<file path="src/rtl/tfc_pkg.sv">
// Shared types, constants and tables for the ATA PIO task file controller.
// No dependencies.
package tfc_pkg;

	localparam int SECTOR_WORDS = 256;
	localparam int ADDR_W = (SECTOR_WORDS > 1) ? $clog2(SECTOR_WORDS) : 1;

	localparam logic [1:0] OP_REG_WR = 2'd0;
	localparam logic [1:0] OP_REG_RD = 2'd1;
	localparam logic [1:0] OP_FILL   = 2'd2;
	localparam logic [1:0] OP_DRAIN  = 2'd3;

	localparam logic [2:0] REG_DATA  = 3'd0;
	localparam logic [2:0] REG_ERR   = 3'd1;
	localparam logic [2:0] REG_COUNT = 3'd2;
	localparam logic [2:0] REG_SECT  = 3'd3;
	localparam logic [2:0] REG_CYLLO = 3'd4;
	localparam logic [2:0] REG_CYLHI = 3'd5;
	localparam logic [2:0] REG_HEAD  = 3'd6;
	localparam logic [2:0] REG_CMD   = 3'd7;

	localparam logic [1:0] KIND_NONE   = 2'd0;
	localparam logic [1:0] KIND_READ   = 2'd1;
	localparam logic [1:0] KIND_COMMIT = 2'd2;
	localparam logic [1:0] KIND_IDENT  = 2'd3;

	localparam logic [7:0] CMD_NONE   = 8'h00;
	localparam logic [7:0] CMD_READ0  = 8'h20;
	localparam logic [7:0] CMD_READ1  = 8'h21;
	localparam logic [7:0] CMD_WRITE0 = 8'h30;
	localparam logic [7:0] CMD_WRITE1 = 8'h31;
	localparam logic [7:0] CMD_IDENT  = 8'hEC;
	localparam logic [7:0] CMD_DIAG   = 8'h90;

	localparam logic [7:0] ST_BUSY = 8'h80;
	localparam logic [7:0] ST_RDY  = 8'h40;
	localparam logic [7:0] ST_DRQ  = 8'h08;
	localparam logic [7:0] ST_DIAG = 8'h50;

	localparam logic [1:0] CFG_DRIVE0 = 2'd0;
	localparam logic [1:0] CFG_DRIVE1 = 2'd1;
	localparam logic [1:0] CFG_POLLS  = 2'd2;

	localparam logic [7:0] BUSY_POLLS_RST = 8'd4;

	typedef logic [ADDR_W-1:0] addr_t;
	typedef addr_t pos_table_t [256];

	function automatic pos_table_t build_pos_table();
		pos_table_t t;
		for (int i = 0; i < 256; i++) begin
			t[i] = addr_t'(i % SECTOR_WORDS);
		end
		return t;
	endfunction

	localparam pos_table_t POS_TABLE = build_pos_table();

	typedef struct packed {
		logic [1:0]  opcode;
		logic [2:0]  reg_index;
		logic [15:0] write_data;
		logic [7:0]  buffer_word;
	} item_t;

	typedef struct packed {
		logic       we;
		logic [1:0] index;
		logic [7:0] data;
	} cfg_wr_t;

	typedef struct packed {
		logic        rd;
		logic        wr;
		logic        clr;
		addr_t       addr;
		logic [15:0] wdata;
	} buf_req_t;

	typedef struct packed {
		logic        from_mem;
		logic [15:0] rdata;
		logic [1:0]  kind;
		logic [27:0] lba;
		logic        drive;
	} res_t;

endpackage

</file>
<file path="src/rtl/tfc_if.sv">
// Word channels of the task file controller: bus/media items in, results out.
// No dependencies.
interface tfc_item_if;
	logic        valid;
	logic        ready;
	logic [1:0]  opcode;
	logic [2:0]  reg_index;
	logic [15:0] write_data;
	logic [7:0]  buffer_word;

	modport source(output valid, output opcode, output reg_index, output write_data,
		output buffer_word, input ready);
	modport sink(input valid, input opcode, input reg_index, input write_data,
		input buffer_word, output ready);
endinterface

interface tfc_result_if;
	logic        valid;
	logic        ready;
	logic [15:0] read_data;
	logic [1:0]  request_kind;
	logic [27:0] request_lba;
	logic        request_drive;

	modport source(output valid, output read_data, output request_kind,
		output request_lba, output request_drive, input ready);
	modport sink(input valid, input read_data, input request_kind,
		input request_lba, input request_drive, output ready);
endinterface

</file>
<file path="src/rtl/ata_pio_task_file_controller.sv">
// ATA PIO task file controller, two drives, shared sector buffer.
// The result word is valid in the cycle after its item word is accepted.
// Throughput: one item per cycle; the single result register sets the pace, and the input
// drops ready while a result word waits and the sink stalls.
// Reset (arst_n, asynchronous): task file cleared, no command, busy count 4.
module ata_pio_task_file_controller (
	input  logic               clk,
	input  logic               arst_n,
	tfc_item_if.sink           item,
	tfc_result_if.source       result,
	input  logic               cfg_we,
	input  logic [1:0]         cfg_index,
	input  logic [7:0]         cfg_data
);
	import tfc_pkg::*;

	logic     accept;
	logic     out_valid_q;
	item_t    item_w;
	cfg_wr_t  cfg_w;
	buf_req_t buf_req;
	res_t     res_s1;
	logic [15:0] buf_rdata;

	assign item.ready = !out_valid_q || result.ready;
	assign accept     = item.valid && item.ready;

	assign item_w = '{opcode: item.opcode, reg_index: item.reg_index,
		write_data: item.write_data, buffer_word: item.buffer_word};
	assign cfg_w  = '{we: cfg_we, index: cfg_index, data: cfg_data};

	tfc_regs u_regs (
		.clk     (clk),
		.arst_n  (arst_n),
		.accept  (accept),
		.item    (item_w),
		.cfg     (cfg_w),
		.buf_req (buf_req),
		.res_s1  (res_s1)
	);

	tfc_buffer u_buffer (
		.clk    (clk),
		.arst_n (arst_n),
		.req    (buf_req),
		.rdata  (buf_rdata)
	);

	always_ff @(posedge clk or negedge arst_n) begin
		if (!arst_n) begin
			out_valid_q <= 1'b0;
		end else if (accept) begin
			out_valid_q <= 1'b1;
		end else if (result.ready) begin
			out_valid_q <= 1'b0;
		end
	end

	assign result.valid         = out_valid_q;
	assign result.read_data     = res_s1.from_mem ? buf_rdata : res_s1.rdata;
	assign result.request_kind  = res_s1.kind;
	assign result.request_lba   = res_s1.lba;
	assign result.request_drive = res_s1.drive;

endmodule

</file>
<file path="src/rtl/tfc_buffer.sv">
// Sector buffer: single-port synchronous RAM with per-word valid bits for the
// bulk clear issued by transfer commands. Depends on tfc_pkg.
module tfc_buffer (
	input  logic              clk,
	input  logic              arst_n,
	input  tfc_pkg::buf_req_t req,
	output logic [15:0]       rdata
);
	import tfc_pkg::*;

	logic [15:0]             mem [SECTOR_WORDS];
	logic [SECTOR_WORDS-1:0] valid_q;
	logic [15:0]             rdata_s1;
	logic                    hit_s1;

	always_ff @(posedge clk) begin
		if (req.wr) begin
			mem[req.addr] <= req.wdata;
		end
		if (req.rd) begin
			rdata_s1 <= mem[req.addr];
		end
	end

	always_ff @(posedge clk or negedge arst_n) begin
		if (!arst_n) begin
			valid_q <= '0;
			hit_s1  <= 1'b0;
		end else begin
			if (req.clr) begin
				valid_q <= '0;
			end else if (req.wr) begin
				valid_q[req.addr] <= 1'b1;
			end
			if (req.rd) begin
				hit_s1 <= valid_q[req.addr];
			end
		end
	end

	assign rdata = hit_s1 ? rdata_s1 : 16'd0;

endmodule

</file>
<file path="src/rtl/tfc_regs.sv">
// Task file registers, command decode, data port pointer and busy countdown.
// Drives the sector buffer requests and the registered result. Depends on tfc_pkg.
module tfc_regs (
	input  logic              clk,
	input  logic              arst_n,
	input  logic              accept,
	input  tfc_pkg::item_t    item,
	input  tfc_pkg::cfg_wr_t  cfg,
	output tfc_pkg::buf_req_t buf_req,
	output tfc_pkg::res_t     res_s1
);
	import tfc_pkg::*;

	logic [7:0] count_q, sect_q, cyllo_q, cylhi_q, head_q, cmd_q;
	logic [7:0] busy_q, polls_q;
	addr_t      ptr_q;
	logic       len_q;
	logic [1:0] present_q;
	logic [7:0] status_q [2];
	logic [1:0] err_q;

	logic       drv;
	logic [7:0] wbyte;
	logic       is_wr, is_rd, data_acc, ptr_last, xfer_end, cmd_wr, open_xfer, diag;
	logic       stat_busy;
	res_t       res_d;

	always_comb begin
		drv       = head_q[4];
		wbyte     = item.write_data[7:0];
		is_wr     = (item.opcode == OP_REG_WR);
		is_rd     = (item.opcode == OP_REG_RD);
		data_acc  = (is_wr || is_rd) && (item.reg_index == REG_DATA) && (cmd_q != CMD_NONE);
		ptr_last  = (ptr_q == addr_t'(SECTOR_WORDS - 1));
		xfer_end  = data_acc && (!len_q || ptr_last);
		cmd_wr    = is_wr && (item.reg_index == REG_CMD);
		open_xfer = cmd_wr && (wbyte == CMD_READ0 || wbyte == CMD_READ1 ||
			wbyte == CMD_WRITE0 || wbyte == CMD_WRITE1 || wbyte == CMD_IDENT);
		diag      = cmd_wr && (wbyte == CMD_DIAG);
		stat_busy = is_rd && (item.reg_index == REG_CMD) && (busy_q != 8'd0);

		buf_req.rd    = accept && ((item.opcode == OP_DRAIN) || (is_rd && data_acc));
		buf_req.wr    = accept && ((item.opcode == OP_FILL) || (is_wr && data_acc));
		buf_req.clr   = accept && open_xfer;
		buf_req.addr  = (item.opcode == OP_FILL || item.opcode == OP_DRAIN) ?
			POS_TABLE[item.buffer_word] : ptr_q;
		buf_req.wdata = item.write_data;

		res_d.from_mem = (item.opcode == OP_DRAIN) || (is_rd && data_acc);
		res_d.rdata    = 16'd0;
		res_d.kind     = KIND_NONE;
		if (is_rd) begin
			unique case (item.reg_index)
				REG_DATA:  res_d.rdata = 16'd0;
				REG_ERR:   res_d.rdata = {15'd0, err_q[drv]};
				REG_COUNT: res_d.rdata = {8'd0, count_q};
				REG_SECT:  res_d.rdata = {8'd0, sect_q};
				REG_CYLLO: res_d.rdata = {8'd0, cyllo_q};
				REG_CYLHI: res_d.rdata = {8'd0, cylhi_q};
				REG_HEAD:  res_d.rdata = {8'd0, head_q};
				REG_CMD:   res_d.rdata = {8'd0, stat_busy ? ST_BUSY : status_q[drv]};
				default:   res_d.rdata = 16'd0;
			endcase
		end
		if (cmd_wr) begin
			if (wbyte == CMD_IDENT) begin
				res_d.kind = KIND_IDENT;
			end else if (wbyte == CMD_READ0 || wbyte == CMD_READ1) begin
				res_d.kind = KIND_READ;
			end
		end else if (is_wr && xfer_end && (cmd_q == CMD_WRITE0 || cmd_q == CMD_WRITE1)) begin
			res_d.kind = KIND_COMMIT;
		end
		res_d.lba   = (res_d.kind != KIND_NONE) ? {head_q[3:0], cylhi_q, cyllo_q, sect_q} : 28'd0;
		res_d.drive = (res_d.kind != KIND_NONE) ? drv : 1'b0;
	end

	always_ff @(posedge clk) begin
		if (accept) begin
			res_s1 <= res_d;
		end
	end

	always_ff @(posedge clk or negedge arst_n) begin
		if (!arst_n) begin
			count_q     <= '0;
			sect_q      <= '0;
			cyllo_q     <= '0;
			cylhi_q     <= '0;
			head_q      <= '0;
			cmd_q       <= CMD_NONE;
			ptr_q       <= '0;
			len_q       <= 1'b0;
			busy_q      <= BUSY_POLLS_RST;
			polls_q     <= BUSY_POLLS_RST;
			present_q   <= '0;
			status_q[0] <= '0;
			status_q[1] <= '0;
			err_q       <= '0;
		end else if (cfg.we) begin
			unique case (cfg.index)
				CFG_DRIVE0, CFG_DRIVE1: begin
					present_q[cfg.index[0]] <= cfg.data[0];
					if (cfg.data[0]) begin
						status_q[cfg.index[0]] <= ST_RDY;
						err_q[cfg.index[0]]    <= 1'b0;
					end
				end
				CFG_POLLS: polls_q <= cfg.data;
				default: ;
			endcase
		end else if (accept) begin
			if (is_wr) begin
				unique case (item.reg_index)
					REG_COUNT: count_q <= wbyte;
					REG_SECT:  sect_q  <= wbyte;
					REG_CYLLO: cyllo_q <= wbyte;
					REG_CYLHI: cylhi_q <= wbyte;
					REG_HEAD:  head_q  <= wbyte;
					REG_CMD:   cmd_q   <= wbyte;
					default: ;
				endcase
			end
			if (open_xfer) begin
				busy_q        <= polls_q;
				len_q         <= 1'b1;
				ptr_q         <= '0;
				status_q[drv] <= ST_DRQ | ST_RDY;
			end
			if (diag) begin
				for (int d = 0; d < 2; d++) begin
					err_q[d]    <= present_q[d];
					status_q[d] <= present_q[d] ? ST_DIAG : 8'd0;
				end
			end
			if (stat_busy) begin
				busy_q <= busy_q - 8'd1;
			end
			if (xfer_end) begin
				ptr_q         <= '0;
				len_q         <= 1'b0;
				cmd_q         <= CMD_NONE;
				status_q[drv] <= ST_RDY;
				err_q[drv]    <= 1'b0;
			end else if (data_acc) begin
				ptr_q <= ptr_q + addr_t'(1);
			end
		end
	end

`ifndef SYNTHESIS
	a_ptr_range: assert property (@(posedge clk) disable iff (!arst_n)
		ptr_q <= addr_t'(SECTOR_WORDS - 1))
		else $error("data pointer beyond sector");

	a_busy_dec: assert property (@(posedge clk) disable iff (!arst_n)
		(accept && !cfg.we && stat_busy) |=> (busy_q == $past(busy_q) - 8'd1))
		else $error("busy countdown not decremented on busy poll");

	a_end_clears: assert property (@(posedge clk) disable iff (!arst_n)
		(accept && !cfg.we && xfer_end) |=> (cmd_q == CMD_NONE && ptr_q == '0 && !len_q))
		else $error("transfer end did not clear command state");

	a_commit_kind: assert property (@(posedge clk) disable iff (!arst_n)
		(accept && res_d.kind == KIND_COMMIT) |-> (is_wr && xfer_end))
		else $error("commit request outside a write transfer end");
`endif

endmodule

</file>
<file path="src/flat_wrapper.sv">
// flat-port wrapper written by rule: the top's interface ports become plain ports
module ata_pio_task_file_controller_flat import tfc_pkg::*;
  (clk, arst_n, cfg_we, cfg_index, cfg_data, item_valid, item_opcode, item_reg_index, item_write_data, item_buffer_word, item_ready, result_valid, result_read_data, result_request_kind, result_request_lba, result_request_drive, result_ready);
  tfc_item_if item_i ();
  tfc_result_if result_i ();
  input  logic clk;
  input  logic arst_n;
  input  logic cfg_we;
  input  logic [1:0] cfg_index;
  input  logic [7:0] cfg_data;
  input wire logic [$bits(item_i.valid)-1:0] item_valid;
  input wire logic [$bits(item_i.opcode)-1:0] item_opcode;
  input wire logic [$bits(item_i.reg_index)-1:0] item_reg_index;
  input wire logic [$bits(item_i.write_data)-1:0] item_write_data;
  input wire logic [$bits(item_i.buffer_word)-1:0] item_buffer_word;
  output wire logic [$bits(item_i.ready)-1:0] item_ready;
  output wire logic [$bits(result_i.valid)-1:0] result_valid;
  output wire logic [$bits(result_i.read_data)-1:0] result_read_data;
  output wire logic [$bits(result_i.request_kind)-1:0] result_request_kind;
  output wire logic [$bits(result_i.request_lba)-1:0] result_request_lba;
  output wire logic [$bits(result_i.request_drive)-1:0] result_request_drive;
  input wire logic [$bits(result_i.ready)-1:0] result_ready;
  assign item_i.valid = item_valid;
  assign item_i.opcode = item_opcode;
  assign item_i.reg_index = item_reg_index;
  assign item_i.write_data = item_write_data;
  assign item_i.buffer_word = item_buffer_word;
  assign item_ready = item_i.ready;
  assign result_valid = result_i.valid;
  assign result_read_data = result_i.read_data;
  assign result_request_kind = result_i.request_kind;
  assign result_request_lba = result_i.request_lba;
  assign result_request_drive = result_i.request_drive;
  assign result_i.ready = result_ready;
  ata_pio_task_file_controller u_core (.clk(clk), .arst_n(arst_n), .item(item_i), .result(result_i), .cfg_we(cfg_we), .cfg_index(cfg_index), .cfg_data(cfg_data));
endmodule
</file>
<file path="config.mk">
export PLATFORM = sky130hd
export DESIGN_NAME = ata_pio_task_file_controller_flat
export DESIGN_NICKNAME = d
export VERILOG_FILES = /design/src/rtl/tfc_pkg.sv /design/src/rtl/tfc_if.sv /design/src/rtl/ata_pio_task_file_controller.sv /design/src/rtl/tfc_buffer.sv /design/src/rtl/tfc_regs.sv /design/src/flat_wrapper.sv
export SDC_FILE = /design/constraint.sdc
export NUM_CORES = 2
export LEC_CHECK = 0
export ABC_CLOCK_PERIOD_IN_PS = 3700
export BUFFER_PORTS_ARGS = -buffer_cell sky130_fd_sc_hd__buf_2
export CAP_MARGIN = 15
export CORE_ASPECT_RATIO = 0.75
export CORE_MARGIN = 2
export CORE_UTILIZATION = 56
export CTS_CLUSTER_DIAMETER = 150
export DETAILED_ROUTE_END_ITERATION = 6
export PLACE_DENSITY = 0.73
export RECOVER_POWER = 100
export SYNTH_ARGS = -nofsm -noshare
export SYNTH_HDL_FRONTEND = slang
export SYNTH_SLANG_ARGS = --single-unit
</file>
<file path="constraint.sdc">
create_clock -name clk -period 3.7 [get_ports clk]
set_clock_uncertainty 0.05 [all_clocks]
set_input_delay 0 -clock clk [delete_from_list [all_inputs] [get_ports clk]]
set_output_delay 0 -clock clk [all_outputs]
set_load 0.1 [all_outputs]
</file>
Yosys cells after proc, flatten, opt, wreduce, memory -nomap -nowiden
Memories as Yosys holds them, arrays and structs flattened. A register that Yosys moved wholly into a read port is not among the register bits.
Index checks and enable logic that the tools add are counted.
{ "totals": {"ff_bits": 399, "ram_bits": 4096, "mem_bits_ro": 2048, "word_cells": 203, "n_memories": 2} }
{ "op_classes": {"add_sub_neg": 2, "n_lt_le_gt_ge": 11, "eq_ne": 23, "n_mux": 64, "n_bitwise": 18, "reduce_logical": 61} }
{ "memory_table": {"columns": ["memory", "words", "width", "rd", "rd_ports_with_merged_regs", "wr", "line_no", "rtl"], "rows": [
  ["u_core.u_buffer.mem", 256, 16, 1, 1, 1, "tfc_buffer.sv:11", "logic [15:0] mem [SECTOR_WORDS];"],
  ["(no name shown)", 256, 8, 1, 0, 0, "tfc_regs.sv:46", "POS_TABLE[item.buffer_word] : ptr_q;"]
]} }
{ "ops": {"columns": ["operator", "n"], "rows": [
  ["$mux 256", 2],
  ["$or 256x256->256", 1],
  ["$mux 16", 11],
  ["$mux 8", 17],
  ["$pmux 16 s8", 1],
  ["$eq 8x6->1 const B", 6],
  ["$and 14x14->14", 2],
  ["$not 14->14", 2],
  ["$eq 8x8->1 const B", 3],
  ["$reduce_and 4->1", 6],
  ["$mux 2", 11],
  ["$logic_and 1x1->1", 21],
  ["$demux 8 s1", 2],
  ["$reduce_bool 2->1", 8],
  ["$reduce_bool 8->1", 2],
  ["$mux 7", 2],
  ["$mux 1", 13],
  ["$and 12x12->12", 1],
  ["$eq 3x3->1 const B", 4],
  ["$not 12->12", 1],
  ["$reduce_and 3->1", 4],
  ["$logic_or 1x1->1", 11],
  ["$ge 9x9->1 const B", 1],
  ["$lt 8x9->1 const B", 1],
  ["other kinds (29)", 46]
]} }

Depth between registers and ports, before layout
{ "depth": {"word_depth": 15, "depth_mapped": 14, "depth_no_buf": 9} }

Cells and area by module
Synthesis repeated with hierarchy kept, for this count alone.
{ "hier_totals": {"cells_unflattened": 8003, "hier_area_um2": 174431.0} }
{ "modules_own_cells": {"columns": ["mod", "instances", "cells_per_inst", "area_per_inst_um2"], "rows": [
  ["tfc_buffer", 1, 7459, 167769.7],
  ["tfc_regs", 1, 522, 6368.6],
  ["ata_pio_task_file_controller", 1, 22, 292.8]
]} }

Worst setup path before layout
No wires, ideal clock.
{ "synth_path": {"path_kind": "register -> register", "start": "register u_core.out_valid_q, in the netlist u_core.result.valid", "end": "memory u_core.u_buffer.mem[10][0] (enable)", "setup_ps": 388, "arrival_ps": 4015, "required_ps": 3262, "slack_ps": -754, "stages_incl_launch_ff": 8, "n_path_buf": 2, "synth_period_minus_slack_ps": 4454, "cell_sequence": "dfrtp_1 nand2b_1 nand2_1 nor3_1 clkbuf_1 nand3_1 clkbuf_1 nor2_1"} }
{ "synth_via": {"elab_chain_cells": 6} }
{ "synth_lines": {"columns": ["element", "line_no", "rtl"], "rows": [
  ["start: declaration", "ata_pio_task_file_controller.sv:18", "logic out_valid_q;"],
  ["start signal: assignment", "ata_pio_task_file_controller.sv:51", "out_valid_q <= 1'b0;"],
  ["start signal: assignment", "ata_pio_task_file_controller.sv:53", "out_valid_q <= 1'b1;"],
  ["start signal: assignment", "ata_pio_task_file_controller.sv:55", "out_valid_q <= 1'b0;"],
  ["$logic_not 1->1", "ata_pio_task_file_controller.sv:25", "assign item.ready = !out_valid_q || result.ready;"],
  ["$logic_or 1x1->1", "ata_pio_task_file_controller.sv:25", null],
  ["via item_ready", "flat_wrapper.sv:16", "output wire logic [$bits(item_i.ready)-1:0] item_ready;"],
  ["$logic_and 1x1->1", "ata_pio_task_file_controller.sv:26", "assign accept = item.valid && item.ready;"],
  ["$logic_and 1x1->1", "tfc_regs.sv:43", "buf_req.wr = accept && ((item.opcode == OP_FILL) || (is_wr && data_acc));"],
  ["$mux 1", "tfc_buffer.sv:17", "if (req.wr) begin"],
  ["$mux 1 (implied by the code)", "tfc_buffer.sv:18", "mem[req.addr] <= req.wdata;"],
  ["end: declaration", "tfc_buffer.sv:11", null]
]} }
The timed path passes the listed nets, and every way through them passes these cells.

Worst setup path in the final report
{ "layout_path": {"start": "register u_core.u_regs.ptr_q[7]", "end": "memory u_core.u_buffer.mem[16][8] (enable)"} }
{ "layout_via": {"elab_chain_cells": 1} }
{ "layout_lines": {"columns": ["element", "line_no", "rtl"], "rows": [
  ["start: declaration", "tfc_regs.sv:16", "addr_t ptr_q;"],
  ["start signal: assignment", "tfc_regs.sv:146", "ptr_q <= ptr_q + addr_t'(1);"],
  ["$mux 8", "tfc_regs.sv:45", "buf_req.addr = (item.opcode == OP_FILL || item.opcode == OP_DRAIN) ?"]
]} }
Every way passes these cells.

==> impl_results.html <==
<table>
<tr><th>Metric</th><th>Value</th></tr>
<tr><th colspan="2">Status</th></tr>
<tr><td>Status</td><td>finished with violations</td></tr>
<tr><td>Violated checks</td><td>DRC, capacitance limit, slew limit, setup timing</td></tr>
<tr><th colspan="2">Route</th></tr>
<tr><td>Drt first pass iters</td><td>7</td></tr>
<tr><td>DR DRC count</td><td>3</td></tr>
<tr><td>Detailed Route WL</td><td>510,000 um</td></tr>
<tr><td>Count of routing violations after the opening detailed-route iteration</td><td>17,500</td></tr>
<tr><td>Via density per instance</td><td>6.94</td></tr>
<tr><td>Detailed-route wire length per cell</td><td>36.4 um</td></tr>
<tr><td>Routed vias</td><td>97,100</td></tr>
<tr><td>Antenna violation net count after detailed routing</td><td>0</td></tr>
<tr><th colspan="2">Critical path</th></tr>
<tr><td>Critical path's most frequent cell</td><td>sky130_fd_sc_hd__buf_4</td></tr>
<tr><td>Crit-path slowest cell</td><td>sky130_fd_sc_hd__clkbuf_1</td></tr>
<tr><td>Maximum fanout encountered on the critical timing path</td><td>16</td></tr>
<tr><td>Type of element launching the critical path</td><td>flip-flop</td></tr>
<tr><td>Data arrival time of the critical path</td><td>4.39 ns</td></tr>
<tr><td>Critical Path, Cell by Cell</td><td>mux2i_4 -&gt; buf_4 -&gt; buf_4 -&gt; nand2_1 -&gt; nor2_1 -&gt; clkbuf_1 -&gt; nand2_1 -&gt; clkbuf_4 -&gt; nor2_1 -&gt; buf_4</td></tr>
<tr><td>Worst EP required</td><td>4.26 ns</td></tr>
<tr><td>Crit path buf inv count</td><td>5</td></tr>
<tr><td>Largest stage delay, worst path</td><td>0.89 ns</td></tr>
<tr><td>Critical path capture point type</td><td>flip-flop</td></tr>
<tr><td>Category of the most critical setup path</td><td>reg -&gt; reg</td></tr>
<tr><td>Largest delay share family, worst path</td><td>buffers and inverters</td></tr>
<tr><th colspan="2">Finish</th></tr>
<tr><td>Register Area</td><td>133,000 sq um</td></tr>
<tr><td>Final standard cell area without fillers</td><td>203,000 sq um</td></tr>
<tr><td>Final net count</td><td>9,612</td></tr>
<tr><td>Fillers</td><td>19,000</td></tr>
<tr><td>Area of the multi-input gates</td><td>38,900 sq um</td></tr>
<tr><td>Fraction of layout cells with a size suffix above 1</td><td>33.0%</td></tr>
<tr><td>Most common library cell in the layout ignoring fill and taps</td><td>sky130_fd_sc_hd__edfxtp_1</td></tr>
<tr><td>Most used cells in the layout excluding fill and tap cells</td><td>4,152 x sky130_fd_sc_hd__edfxtp_1, 1,088 x sky130_fd_sc_hd__mux4_2, 756 x sky130_fd_sc_hd__buf_4, 466 x sky130_fd_sc_hd__nor2_1, 450 x sky130_fd_sc_hd__a21oi_1</td></tr>
<tr><td>Final Core Density</td><td>66.1%</td></tr>
<tr><td>Layout overhead on the synthesized area</td><td>17.2%</td></tr>
<tr><th colspan="2">Clocking</th></tr>
<tr><td>Clock sink count</td><td>4,503</td></tr>
<tr><td>H-tree level count</td><td>5</td></tr>
<tr><td>Clock tree from TritonCTS</td><td>done</td></tr>
<tr><td>Root buffer selected by CTS</td><td>sky130_fd_sc_hd__clkbuf_16</td></tr>
<tr><td>Num CTS Buffers</td><td>402</td></tr>
<tr><td>Clock insertion delay at the later pin of the skew report</td><td>0.95 ns</td></tr>
<tr><td>Clock-pin slew on the worst setup and hold paths</td><td>0.07 ns</td></tr>
<tr><td>CTS max path bufs</td><td>4</td></tr>
<tr><th colspan="2">Synthesis</th></tr>
<tr><td>Yosys warns</td><td>0</td></tr>
<tr><td>FF+latch count, synth</td><td>4,503</td></tr>
<tr><td>Share of flip-flops with an asynchronous set or reset after synthesis</td><td>7.79%</td></tr>
<tr><td>Proportion of synthesized chip area in sequential cells</td><td>77.1%</td></tr>
<tr><td>Cell area after synthesis</td><td>173,000 sq um</td></tr>
<tr><td>Post-synth net total</td><td>8,423</td></tr>
<tr><td>Primary FF master, synth</td><td>sky130_fd_sc_hd__edfxtp_1</td></tr>
<tr><td>Instance count of the mapped netlist</td><td>8,377</td></tr>
<tr><td>Count of flip-flops with a built-in enable after synthesis</td><td>4,152</td></tr>
<tr><td>Yosys cell types</td><td>58</td></tr>
<tr><td>Average cell area after synthesis</td><td>20.7 sq um</td></tr>
<tr><th colspan="2">Floorplan</th></tr>
<tr><td>Core ar.</td><td>307,000 sq um</td></tr>
<tr><td>Die H</td><td>486 um</td></tr>
<tr><td>Die Footprint</td><td>314,000 sq um</td></tr>
<tr><td>Die Width</td><td>646 um</td></tr>
<tr><td>Initial core utilization</td><td>56.4%</td></tr>
<tr><td># IOs</td><td>93</td></tr>
<tr><td>Number of core rows</td><td>176</td></tr>
<tr><th colspan="2">STA</th></tr>
<tr><td>Unrepaired setup endpoints after global routing</td><td>yes</td></tr>
<tr><td>Fin worst setup slack</td><td>-0.126 ns</td></tr>
<tr><td>Max-slew violation count</td><td>2,527</td></tr>
<tr><td>Max Fclk</td><td>261 MHz</td></tr>
<tr><td>Final worst-path cycle share</td><td>103%</td></tr>
<tr><td>Final critical-path required period</td><td>3.83 ns</td></tr>
<tr><td>Final setup fails</td><td>292</td></tr>
<tr><td>Max-slew headroom at the worst pin</td><td>-131%</td></tr>
<tr><td>Final-report hold violation count</td><td>0</td></tr>
<tr><td>Pin slew with the least headroom to its limit</td><td>3.47 ns</td></tr>
<tr><th colspan="2">Flow run</th></tr>
<tr><td>Maximum capacitance violations</td><td>32</td></tr>
<tr><th colspan="2">Global routing</th></tr>
<tr><td>Via count of the first global-routing pass</td><td>93,400</td></tr>
<tr><td>Wire length of the first global-routing pass</td><td>709,000 um</td></tr>
<tr><td>Maximum number of pins on one net before global-route repair</td><td>166</td></tr>
<tr><td>Total grt overflow</td><td>0</td></tr>
<tr><td>Antenna violations before repair</td><td>29</td></tr>
<tr><td>Total Routing Usage GR</td><td>32.1%</td></tr>
<tr><th colspan="2">Placed design</th></tr>
<tr><td>Detailed-placement wirelength estimate</td><td>310,000 um</td></tr>
<tr><td>Final weighted congestion of routability-driven global placement</td><td>0.937</td></tr>
<tr><td>Placed inst area</td><td>187,000 sq um</td></tr>
<tr><td>I/O Buffers</td><td>92</td></tr>
<tr><th colspan="2">Hold path</th></tr>
<tr><td>Worst min path class</td><td>in -&gt; reg</td></tr>
<tr><th colspan="2">Power</th></tr>
<tr><td>Post-route total power</td><td>103,000 uW</td></tr>
<tr><td>P_leak</td><td>0.0668 uW</td></tr>
<tr><td>Worst vdd ir</td><td>0.539 mV</td></tr>
<tr><td>Power density over cell area</td><td>509 nW/um^2</td></tr>
</table>
## area by class of cell
type | instances | share of cell area (%)
Multi-Input combinational cell | 3316 | 19.2
Sequential cell | 4503 | 65.8
Timing Repair Buffer | 1324 | 6.29
Antenna cell | 16 | 0.0197
Inverter | 19 | 0.0351
Tap cell | 4094 | 2.52
Clock buffer | 485 | 5.19
Clock inverter | 238 | 1.01
## routing by layer
| metal | share of wire (%) | wire length (um) | vias up | global-route usage, % |
|---|---|---|---|---|
| met5 | 0.054 | 277 | - | 0 |
| met4 | 4.1 | 20800 | 16 | 11.5 |
| met3 | 17 | 84300 | 1103 | 11.8 |
| met2 | 44 | 223000 | 8106 | 45.5 |
| met1 | 36 | 181000 | 50700 | 46.3 |
| li1 | - | - | 37200 | - |
## stage by stage
stage / setup WS [ns] / hold WS, ns / instances / TNS (ns)
detailed placement: -0.750 / 0.0369 / 13000 / -6.52
global placement: -0.710 / 0.0248 / 13000 / -6.25
floorplan: -0.0520 / -0.346 / 8377 / -15.01
global route: -0.188 / 0.0534 / 14000 / -28.93
CTS: -0.110 / 0.00463 / 13900 / -0.439
finish: -0.126 / 0.0264 / 14000 / -17.78
## flip-flops by register name (all words and copies together) (netlist names), 16 cells and up
name and count:
u_core.u_buffer.mem 4096, u_core.u_buffer.valid_q 256, u_core.u_regs.res_s1 40, u_core.u_buffer.rdata_s1 16, u_core.u_regs.status_q 16
## cell usage after synthesis, types with 5 or more instances
| cell | instances | area (sq um) |
|---|---|---|
| sky130_fd_sc_hd__edfxtp_1 | 4152 | 125000 |
| sky130_fd_sc_hd__mux4_2 | 1088 | 24500 |
| sky130_fd_sc_hd__nor2_1 | 595 | 2230 |
| sky130_fd_sc_hd__a21oi_1 | 529 | 2650 |
| sky130_fd_sc_hd__a22oi_1 | 527 | 3960 |
| sky130_fd_sc_hd__dfrtp_1 | 349 | 8730 |
| sky130_fd_sc_hd__clkbuf_1 | 280 | 1050 |
| sky130_fd_sc_hd__nand2_1 | 155 | 582 |
| sky130_fd_sc_hd__buf_2 | 120 | 601 |
| sky130_fd_sc_hd__buf_4 | 99 | 743 |
| sky130_fd_sc_hd__mux2_2 | 64 | 721 |
| sky130_fd_sc_hd__o21ai_0 | 51 | 255 |
| sky130_fd_sc_hd__and2_1 | 38 | 238 |
| sky130_fd_sc_hd__nand3_1 | 38 | 190 |
| sky130_fd_sc_hd__nor4_1 | 35 | 219 |
| sky130_fd_sc_hd__buf_1 | 33 | 124 |
| sky130_fd_sc_hd__inv_1 | 19 | 71.3 |
| sky130_fd_sc_hd__nor2b_1 | 19 | 119 |
| sky130_fd_sc_hd__nor3_1 | 16 | 80.1 |
| sky130_fd_sc_hd__a22o_1 | 14 | 123 |
| sky130_fd_sc_hd__and3_1 | 14 | 87.6 |
| sky130_fd_sc_hd__nand2b_1 | 13 | 81.3 |
| sky130_fd_sc_hd__mux2i_1 | 11 | 110 |
| sky130_fd_sc_hd__or4_1 | 11 | 82.6 |
| sky130_fd_sc_hd__a41oi_1 | 10 | 87.6 |
| sky130_fd_sc_hd__buf_6 | 7 | 78.8 |
| sky130_fd_sc_hd__nand4_1 | 7 | 43.8 |
| sky130_fd_sc_hd__o31ai_1 | 7 | 52.6 |
| sky130_fd_sc_hd__a211oi_1 | 5 | 37.5 |
| sky130_fd_sc_hd__a222oi_1 | 5 | 50.1 |
| sky130_fd_sc_hd__o21ai_1 | 5 | 25.0 |
| sky130_fd_sc_hd__o32a_1 | 5 | 50.1 |
| sky130_fd_sc_hd__o32ai_1 | 5 | 43.8 |
| sky130_fd_sc_hd__or3_1 | 5 | 31.3 |
## timing repair
action / 4_1_cts / 5_1_grt
resized for setup: 146 / 235
setup buffers: 24 / 118
cloned: 7 / 9
hold endpoints to repair: 2551 / 0
pin swaps: 15 / 54
setup endpoints to repair: 28 / 45
hold buffers: 72 / 0
## logic make-up (layout without fill, tap and decap cells)
group	after synthesis	after routing	share of synthesized area, %
AO/OA/AOI/OAI	1193	1193	4.37
buffers and inverters	558	2066	1.54
multiplexers	1163	1163	14.6
other	0	16	0
flip-flops	4503	4503	77.1
AND/OR/NAND/NOR	958	958	2.36
adder cells (fa/ha/maj)	2	2	0.0144
## final timing paths
check | start | endpoint | slack (ns) | cells past startpoint
worst max-delay path | u_core.u_regs.ptr_q[7]$_DFFE_PN0P_ | u_core.u_buffer.mem[16][8]$_DFFE_PP_ | -0.13 | 10
worst min-delay path | item_write_data[4] | u_core.u_regs.cyllo_q[4]$_DFFE_PN0P_ | 0.03 | 3
worst max register to register | u_core.u_regs.ptr_q[7]$_DFFE_PN0P_ | u_core.u_buffer.mem[16][8]$_DFFE_PP_ | -0.13 | 10
worst min register to register | u_core.u_regs.status_q[9]$_DFFE_PN0P_ | u_core.u_regs.status_q[9]$_DFFE_PN0P_ | 0.44 | 1
max in group asynchronous | arst_n | u_core.u_buffer.valid_q[235]$_DFFE_PN0P_ | 0.75 | 4
min in group asynchronous | arst_n | u_core.u_regs.ptr_q[5]$_DFFE_PN0P_ | 1.19 | 4
## worst reg2reg max path, cell delays in order, from the launching register on
cell and delay [ns]:
sky130_fd_sc_hd__dfrtp_1 0.47, sky130_fd_sc_hd__mux2i_4 0.39, sky130_fd_sc_hd__buf_4 0.25, sky130_fd_sc_hd__buf_4 0.32, sky130_fd_sc_hd__nand2_1 0.12, sky130_fd_sc_hd__nor2_1 0.10, sky130_fd_sc_hd__clkbuf_1 0.89, sky130_fd_sc_hd__nand2_1 0.12
sky130_fd_sc_hd__clkbuf_4 0.31, sky130_fd_sc_hd__nor2_1 0.16, sky130_fd_sc_hd__buf_4 0.33
## report_power, final
part	internal, uW	leakage [uW]	switching [uW]
logic	2440	0.0185	4030
clock network	22500	0.00617	18500
registers	55800	0.0422	146
total	80700	0.0668	22700
Power figures use the tool's default switching activity.
